`config.mk`:
```
export PLATFORM = sky130hd
export DESIGN_NAME = fir_bandstop_81tap
export DESIGN_NICKNAME = d
export VERILOG_FILES = /design/src/hw/rtl/fbs_pkg.sv /design/src/hw/rtl/fir_bandstop_81tap.sv /design/src/hw/rtl/fbs_delay_mem.sv /design/src/hw/rtl/fbs_mac.sv
export SDC_FILE = /design/constraint.sdc
export NUM_CORES = 2
export LEC_CHECK = 0
export ABC_AREA = 1
export BUFFER_PORTS_ARGS = -buffer_cell sky130_fd_sc_hd__buf_2
export CELL_PAD_IN_SITES_DETAIL_PLACEMENT = 1
export CELL_PAD_IN_SITES_GLOBAL_PLACEMENT = 1
export CORE_ASPECT_RATIO = 0.75
export CORE_MARGIN = 4
export CORE_UTILIZATION = 46
export CTS_BUF_LIST = sky130_fd_sc_hd__clkbuf_16
export DETAILED_ROUTE_END_ITERATION = 12
export PLACE_DENSITY_LB_ADDON = 0.12
export SETUP_SLACK_MARGIN = 0.5
export SLEW_MARGIN = 20
export SYNTH_ARGS = -nofsm -noshare
export SYNTH_HDL_FRONTEND = slang
export SYNTH_HIERARCHICAL = 1
export SYNTH_SLANG_ARGS = --single-unit
```
`constraint.sdc`:
```
create_clock -name aclk -period 6.1 [get_ports aclk]
set_input_delay 0.305 -clock aclk [delete_from_list [all_inputs] [get_ports aclk]]
set_output_delay 0.305 -clock aclk [all_outputs]
set_load 0.02 [all_outputs]
```
`src/hw/rtl/fbs_pkg.sv`:
```
// fbs_pkg: shared types, constants and the band-stop coefficient table
// for the fir_bandstop_81tap filter. No dependencies.
package fbs_pkg;

    localparam int SAMPLE_W      = 16;
    localparam int COEF_W        = 16;
    localparam int PROD_W        = SAMPLE_W + COEF_W;
    localparam int PRODUCT_SHIFT = 15;
    localparam int NUM_COEFS     = 81;
    localparam int COEF_IDX_W    = $clog2(NUM_COEFS);
    localparam int IDX_W         = 8;   // tap index width, covers up to 256 taps

    typedef logic signed [SAMPLE_W-1:0] sample_t;
    typedef logic signed [COEF_W-1:0]   coef_t;
    typedef logic signed [PROD_W-1:0]   prod_t;

    typedef enum logic [1:0] {
        ST_IDLE,
        ST_RUN,
        ST_DRAIN
    } state_t;

    // sequencer -> MAC control
    typedef struct packed {
        logic clear;   // zero the accumulator for a new word
        logic valid;   // data and coefficient presented this cycle
    } mac_ctrl_t;

    // symmetric band-stop set, entry 0 weighs the oldest sample
    localparam coef_t COEFS [0:NUM_COEFS-1] = '{
        -16'sd1, -16'sd6, -16'sd11, -16'sd13, -16'sd9, -16'sd3, 16'sd0, -16'sd6,
        -16'sd24, -16'sd48, -16'sd65, -16'sd56, -16'sd14, 16'sd48, 16'sd102,
        16'sd114, 16'sd74, 16'sd12, -16'sd14, 16'sd52, 16'sd216, 16'sd416,
        16'sd537, 16'sd474, 16'sd209, -16'sd155, -16'sd432, -16'sd459, -16'sd217,
        16'sd119, 16'sd234, -16'sd154, -16'sd1093, -16'sd2297, -16'sd3205,
        -16'sd3223, -16'sd2027, 16'sd216, 16'sd2847, 16'sd4955,
        16'sd5760,
        16'sd4955, 16'sd2847, 16'sd216, -16'sd2027, -16'sd3223, -16'sd3205,
        -16'sd2297, -16'sd1093, -16'sd154, 16'sd234, 16'sd119,
        -16'sd217, -16'sd459, -16'sd432, -16'sd155, 16'sd209, 16'sd474, 16'sd537,
        16'sd416, 16'sd216, 16'sd52, -16'sd14, 16'sd12, 16'sd74, 16'sd114,
        16'sd102, 16'sd48, -16'sd14, -16'sd56, -16'sd65, -16'sd48, -16'sd24,
        -16'sd6, 16'sd0, -16'sd3, -16'sd9, -16'sd13, -16'sd11, -16'sd6, -16'sd1
    };

    // taps past the stored set weigh zero
    function automatic coef_t coef_at(input logic [IDX_W-1:0] idx);
        coef_t c;
        c = '0;
        if (idx < IDX_W'(NUM_COEFS)) begin
            c = COEFS[idx[COEF_IDX_W-1:0]];
        end
        return c;
    endfunction

endpackage

```
`src/hw/rtl/fir_bandstop_81tap.sv`:
```
// fir_bandstop_81tap: top level of the 81-tap band-stop FIR filter.
// Depends on fbs_pkg, fbs_delay_mem and fbs_mac.
//
// Direct-form FIR band-stop filter on signed 16-bit samples. Each word taken
// on s_sample is shifted into an ORDER+1 entry delay line (all zero after
// reset) and one filtered word is returned on m_filtered: the sum over all
// taps of coefficient times delayed sample, each product floor-shifted right
// by 15, the sum wrapping to 16 bits. One multiplier serves every tap, one
// tap per cycle: the sequencer reads each of the ORDER+1 taps in turn, and
// each tap passes the memory read, multiply and accumulate registers before
// the sum goes to the output register. s_ready is high only while the
// sequencer is idle. The output register lets a finished word wait for
// m_ready while the next input word is already accepted.
module fir_bandstop_81tap #(
    parameter int ORDER = 80
) (
    input  logic             aclk,
    input  logic             aresetn,
    input  logic             s_valid,
    output logic             s_ready,
    input  fbs_pkg::sample_t s_sample,
    output logic             m_valid,
    input  logic             m_ready,
    output fbs_pkg::sample_t m_filtered
);

    localparam int TAPS  = ORDER + 1;
    localparam int TAP_W = $clog2(TAPS);

    fbs_pkg::state_t    state_reg, state_next;
    logic [TAP_W-1:0]   tap_reg, tap_next;
    fbs_pkg::coef_t     coef_reg;
    logic               m_valid_reg, m_valid_next;
    fbs_pkg::sample_t   m_filtered_reg;
    logic               load_out;
    logic               s_accept;
    logic               rd_en;
    fbs_pkg::sample_t   rd_data;
    logic               rd_vld;
    fbs_pkg::mac_ctrl_t mac_ctrl;
    fbs_pkg::sample_t   acc;
    logic               mac_busy;

    assign s_ready  = (state_reg == fbs_pkg::ST_IDLE);
    assign s_accept = s_valid && s_ready;

    // delay line: write on accept, then walk oldest to newest
    fbs_delay_mem #(
        .DEPTH (TAPS)
    ) u_mem (
        .aclk    (aclk),
        .aresetn (aresetn),
        .wr_en   (s_accept),
        .wr_data (s_sample),
        .rd_en   (rd_en),
        .rd_data (rd_data),
        .rd_vld  (rd_vld)
    );

    // coefficient is registered from the read address, in step with the data
    always_ff @(posedge aclk) begin
        if (rd_en) begin
            coef_reg <= fbs_pkg::coef_at(fbs_pkg::IDX_W'(tap_reg));
        end
    end

    assign mac_ctrl.clear = s_accept;
    assign mac_ctrl.valid = rd_vld;

    fbs_mac u_mac (
        .aclk    (aclk),
        .aresetn (aresetn),
        .ctrl    (mac_ctrl),
        .data    (rd_data),
        .coef    (coef_reg),
        .acc     (acc),
        .busy    (mac_busy)
    );

    // sequencer
    always_ff @(posedge aclk) begin
        if (!aresetn) begin
            state_reg   <= fbs_pkg::ST_IDLE;
            tap_reg     <= '0;
            m_valid_reg <= 1'b0;
        end else begin
            state_reg   <= state_next;
            tap_reg     <= tap_next;
            m_valid_reg <= m_valid_next;
        end
    end

    always_ff @(posedge aclk) begin
        if (load_out) begin
            m_filtered_reg <= acc;
        end
    end

    always_comb begin
        state_next   = state_reg;
        tap_next     = tap_reg;
        rd_en        = 1'b0;
        load_out     = 1'b0;
        m_valid_next = m_valid_reg && !m_ready;
        unique case (state_reg)
            fbs_pkg::ST_IDLE: begin
                tap_next = '0;
                if (s_accept) begin
                    state_next = fbs_pkg::ST_RUN;
                end
            end
            fbs_pkg::ST_RUN: begin
                rd_en = 1'b1;
                if (tap_reg == TAP_W'(ORDER)) begin
                    state_next = fbs_pkg::ST_DRAIN;
                end else begin
                    tap_next = tap_reg + 1'b1;
                end
            end
            fbs_pkg::ST_DRAIN: begin
                // wait for the last product to land, then for a free output
                if (!rd_vld && !mac_busy && (!m_valid_reg || m_ready)) begin
                    load_out     = 1'b1;
                    m_valid_next = 1'b1;
                    state_next   = fbs_pkg::ST_IDLE;
                end
            end
            default: begin
                state_next = fbs_pkg::ST_IDLE;
            end
        endcase
    end

    assign m_valid    = m_valid_reg;
    assign m_filtered = m_filtered_reg;

    // an accepted word always starts a tap sweep
    a_accept_starts_run: assert property (@(posedge aclk) disable iff (!aresetn)
        s_accept |=> (state_reg == fbs_pkg::ST_RUN) && (tap_reg == '0))
        else $error("accepted word did not start a tap sweep");

    // tap counter never passes the last tap
    a_tap_in_range: assert property (@(posedge aclk) disable iff (!aresetn)
        tap_reg <= TAP_W'(ORDER))
        else $error("tap counter out of range");

    // while idle the MAC pipeline holds nothing in flight
    a_idle_pipe_empty: assert property (@(posedge aclk) disable iff (!aresetn)
        (state_reg == fbs_pkg::ST_IDLE) |-> (!rd_vld && !mac_busy))
        else $error("MAC pipeline busy while idle");

    // a result is loaded only into a free or draining output register
    a_no_overwrite: assert property (@(posedge aclk) disable iff (!aresetn)
        load_out |-> (!m_valid_reg || m_ready))
        else $error("output word overwritten before it was taken");

endmodule

```
`src/hw/rtl/fbs_delay_mem.sv`:
```
// fbs_delay_mem: circular delay-line memory with per-entry valid bits.
// Depends on fbs_pkg.
module fbs_delay_mem #(
    parameter int DEPTH = 81
) (
    input  logic             aclk,
    input  logic             aresetn,
    input  logic             wr_en,
    input  fbs_pkg::sample_t wr_data,
    input  logic             rd_en,
    output fbs_pkg::sample_t rd_data,
    output logic             rd_vld
);

    localparam int PTR_W = $clog2(DEPTH);

    fbs_pkg::sample_t mem [0:DEPTH-1];

    logic [DEPTH-1:0] valid_reg;
    logic [PTR_W-1:0] wr_ptr_reg;
    logic [PTR_W-1:0] rd_ptr_reg;
    fbs_pkg::sample_t rd_data_reg;
    logic             rd_hit_reg;
    logic             rd_vld_reg;
    logic [PTR_W-1:0] wr_ptr_next;
    logic [PTR_W-1:0] rd_ptr_inc;

    assign wr_ptr_next = (wr_ptr_reg == PTR_W'(DEPTH - 1)) ? '0 : wr_ptr_reg + 1'b1;
    assign rd_ptr_inc  = (rd_ptr_reg == PTR_W'(DEPTH - 1)) ? '0 : rd_ptr_reg + 1'b1;

    always_ff @(posedge aclk) begin
        if (wr_en) begin
            mem[wr_ptr_reg] <= wr_data;
        end
        if (rd_en) begin
            rd_data_reg <= mem[rd_ptr_reg];
        end
    end

    always_ff @(posedge aclk) begin
        if (!aresetn) begin
            valid_reg  <= '0;
            wr_ptr_reg <= '0;
            rd_ptr_reg <= '0;
            rd_hit_reg <= 1'b0;
            rd_vld_reg <= 1'b0;
        end else begin
            rd_vld_reg <= rd_en;
            if (rd_en) begin
                rd_hit_reg <= valid_reg[rd_ptr_reg];
                rd_ptr_reg <= rd_ptr_inc;
            end
            if (wr_en) begin
                valid_reg[wr_ptr_reg] <= 1'b1;
                wr_ptr_reg            <= wr_ptr_next;
                // oldest entry sits right after the newest
                rd_ptr_reg            <= wr_ptr_next;
            end
        end
    end

    // never-written entries read as zero
    assign rd_data = rd_hit_reg ? rd_data_reg : '0;
    assign rd_vld  = rd_vld_reg;

endmodule

```
`src/hw/rtl/fbs_mac.sv`:
```
// fbs_mac: shared multiply, floor-shift and 16-bit wrapping accumulate.
// Depends on fbs_pkg.
module fbs_mac (
    input  logic               aclk,
    input  logic               aresetn,
    input  fbs_pkg::mac_ctrl_t ctrl,
    input  fbs_pkg::sample_t   data,
    input  fbs_pkg::coef_t     coef,
    output fbs_pkg::sample_t   acc,
    output logic               busy
);

    fbs_pkg::prod_t   prod_reg;
    logic             prod_vld_reg;
    fbs_pkg::sample_t acc_reg;
    fbs_pkg::prod_t   shifted;

    // >>> on a signed value floors toward minus infinity
    assign shifted = prod_reg >>> fbs_pkg::PRODUCT_SHIFT;

    always_ff @(posedge aclk) begin
        if (ctrl.valid) begin
            prod_reg <= data * coef;
        end
    end

    always_ff @(posedge aclk) begin
        if (!aresetn) begin
            prod_vld_reg <= 1'b0;
            acc_reg      <= '0;
        end else begin
            prod_vld_reg <= ctrl.valid;
            if (ctrl.clear) begin
                acc_reg <= '0;
            end else if (prod_vld_reg) begin
                acc_reg <= acc_reg + shifted[fbs_pkg::SAMPLE_W-1:0];
            end
        end
    end

    assign acc  = acc_reg;
    assign busy = prod_vld_reg;

endmodule
```
==> flow_metrics.py <==
metrics = {
    "worst_setup_path": {
        "cp.required_ns": 6.64,
        "crit_fanout": 8,
        "crit_start": "u_mem/rd_hit_reg",
        "worstSetupEndpointType": "register",
        "rr_startpoint": "u_mem/rd_hit_reg",
        "cp_data_arrival_time_ns": 6.27,
        "worstSetupPathType": "reg -> reg",
        "cp-start-kind": "register",
    },
    "power": {
        "clkPwrFrac_pct": 25.4,
        "p_sw_share_pct": 37.9,
        "p_sw_uw": 13300,
        "ir_worst_vdd_uv": 804,
        "p_total_uw": 35100,
        "power.density_nw_per_um2": 439,
        "leakage_uw": 0.0311,
        "seqPwrFrac_pct": 32.9,
        "p_int_uw": 21800,
        "combPwrFrac_pct": 41.7,
    },
    "final_layout": {
        "drive_above_1_share_pct": 10.1,
        "largest_reg_flops": 1296,
        "seq_area_um2": 43300,
        "multiInputGateArea_um2": 24700,
        "finalNetCount": 7281,
        "area_delta_synth_final_pct": 12.2,
        "fillerInstances": 16500,
        "design_area_um2": 80100,
    },
    "global_route": {
        "top_usage_layer": "met1",
        "antenna_found_initial": 13,
        "track_usage_pct": 27.5,
        "grt_overflow_total": 0,
        "grt_pass1_wl_mm": 335,
        "grt_max_degree": 192,
        "gr-usage-met1_pct": 41.8,
        "grtUsageMet2_pct": 39.8,
        "grt_pass1_vias": 52500,
        "gr-usage-met3_pct": 6.49,
    },
    "yosys": {
        "synthTopCellsByCount": "edfxtp_1 (1,358), nor2_1 (1,274), nand2_1 (1,269)",
        "synth_top_area_share_pct": 57.1,
        "synth_top_cell_by_area": "edfxtp_1",
        "yosysWarningCount": 6,
        "synth_edf_count": 1358,
        "synthesis.area_um2": 71400,
        "async_reset_ff_share_pct": 0,
        "syn_inst": 6844,
        "synth.most_common_cell": "edfxtp_1",
        "avgSynthCellArea_um2": 10.4,
        "synth.distinct_cells": 55,
        "synth_area_leaders": "edfxtp_1 (57%), fa_1 (7.2%), nor2_1 (6.7%)",
        "ys_seq_area_share_pct": 60.6,
        "synth_fp_nets": 7224,
        "ys.flop_type": "edfxtp_1",
        "ys_ff_latch": 1482,
    },
    "run_status": {
        "status": "complete, no violations",
    },
    "placed_design": {
        "dp_hpwl_mm": 142,
        "place_congestion": 0.906,
        "dpl-instance-area_um2": 73800,
        "numPortBuffers": 37,
    },
    "cts": {
        "cts_tree": "done",
        "clock_sinks": 1482,
        "cts_made_buffers": 151,
        "path_clk_slew_ns": 0.06,
        "cts_root_buf": "clkbuf_16",
        "htree_num_levels": 4,
        "cts_buffer_depth": 3,
        "clk_latency_ns": 0.80,
    },
    "detailed_routing": {
        "drt-initial-drc-count": 5280,
        "vias_per_cell": 5.65,
        "detail-route-antenna-nets": 0,
        "wl_mm": 224,
        "drc_errors": 0,
        "avgRoutedWirePerCell_um": 24.8,
        "dr.pass1.iters": 5,
        "num_vias": 51200,
    },
    "hold_path": {
        "min-delay-start": "s_sample[12]",
        "hp-class": "in -> reg",
    },
    "timing": {
        "tightestPinTransition_ns": 1.27,
        "hold_viol": 0,
        "finalCritPeriodShare_pct": 93.8,
        "fin_skew_ns": 0.0433,
        "period_minus_slack_ns": 5.72,
        "finalSetupViolations": 0,
        "tns_ns": 0,
        "rsz0062_at_grt": "yes",
        "max_freq_ghz": 0.175,
        "drv_slew": 0,
        "slew_headroom_pct": 15.5,
    },
    "floorplanning": {
        "fp.dieH_um": 349,
        "initial_core_util_pct": 46.6,
        "dieArea_um2": 162000,
        "ios": 38,
        "rows": 124,
        "coreArea_um2": 153000,
        "die_w_um": 463,
    },
    "flow_run": {
        "drv_cap": 0,
    },
}
## cells in the final DEF, fill, tap and decap left out, drive strengths merged, types with 6 or more instances in the layout
| cell type | n |
|---|---|
| a31oi | 7 |
| fa | 256 |
| diode | 13 |
| edfxtp | 1358 |
| ha | 104 |
| xor2 | 16 |
| a21boi | 6 |
| inv | 706 |
| clkinvlp | 7 |
| clkinv | 71 |
| nand3 | 155 |
| a21oi | 126 |
| dlygate4sd3 | 10 |
| o21ai | 755 |
| nor3 | 16 |
| nand2 | 1280 |
| or2 | 8 |
| nand4 | 54 |
| nor2 | 1277 |
| dfxtp | 124 |
| o22ai | 221 |
| clkbuf | 157 |
| buf | 263 |
| o211ai | 19 |
## worst max-delay path: stages (launching register included)
cell and delay [ns]:
dfxtp_4 0.37, buf_12 0.13, nand2_4 0.05, clkinvlp_4 0.14
buf_6 0.13, nand2_4 0.05, fa_1 0.55, inv_1 0.05
fa_2 0.57, inv_2 0.05, fa_1 0.50, inv_2 0.05
fa_2 0.57, fa_1 0.45, fa_1 0.54, ha_4 0.35
nand2_4 0.09, nor2_4 0.14, inv_2 0.05, nor3_2 0.20
nand2_1 0.10, nand2_2 0.12, nand2_2 0.07, nand3_1 0.07
nand2_1 0.06
## power by group through the flow
stage               Sequential, uW  Combinational, uW  Clock (uW)
floorplan                    11700               7400           0
global placement             11800              11100           0
detailed placement           11800              11300           0
CTS                          11600              13200        9100
global route                 11600              16100        9550
finish                       11600              14600        8930
## path summary, 6_finish.rpt
kind                              end  slack (ns)  cells past startpoint
setup reg to reg   u_mac/prod_reg[21]        0.38                     24
hold reg to reg   u_mem/valid_reg[64]        0.47                      2
setup / recovery   u_mac/prod_reg[21]        0.38                     24
hold / removal       u_mem/mem[9][12]        0.04                      1
## per-layer routing
layer	up-vias	part of all wire [%]
li1	23000	-
met1	26200	47
met2	1682	42
met3	266	8.8
met4	6	2.1
met5	-	0.016
## timing repair
| action | CTS | global route |
|---|---|---|
| hold buffers | 10 | 0 |
| setup buffers | 26 | 29 |
| gates cloned | 0 | 1 |
| resized for setup | 111 | 118 |
| pin swaps | 34 | 66 |
| endpoints found under the setup margin | 16 | 16 |
| endpoints found under the hold margin | 169 | 0 |
## cell type report
class | count | share of cell area, %
Tap cell | 2016 | 3.15
Timing Repair Buffer | 274 | 2.89
Inverter | 664 | 3.20
Multi-Input combinational cell | 4328 | 30.8
Clock inverter | 125 | 1.02
Antenna cell | 13 | 0.0406
Sequential cell | 1482 | 54.0
Clock buffer | 156 | 4.87
## logic make-up (layout without fill, tap and decap cells)
family | Yosys count | count (layout) | synth area share [%]
other | 0 | 13 | 0
DFF | 1482 | 1482 | 60.6
buffers and inverters | 1034 | 1219 | 6.09
adders and majority gates | 360 | 360 | 9.00
AOI/OAI and AO/OA | 1151 | 1151 | 8.66
and+or+nand+nor | 2796 | 2796 | 15.4
xor gates and xnor gates | 21 | 21 | 0.258
## per-stage QoR
stage / hold slack, ns / setup WS, ns / cells / util (%)
4_1_cts: 0.0215 / 0.452 / 9014 / 51.7
2_1_floorplan: 0.398 / 0.495 / 6844 / -
3_5_place_dp: 0.459 / 0.0668 / 8697 / 48.2
3_3_place_gp: 0.444 / 0.141 / 8697 / 48.2
6_report: 0.0397 / 0.378 / 9058 / 52.2
5_1_grt: 0.0493 / 0.183 / 9050 / 52.2
Power figures use the tool's default switching activity.
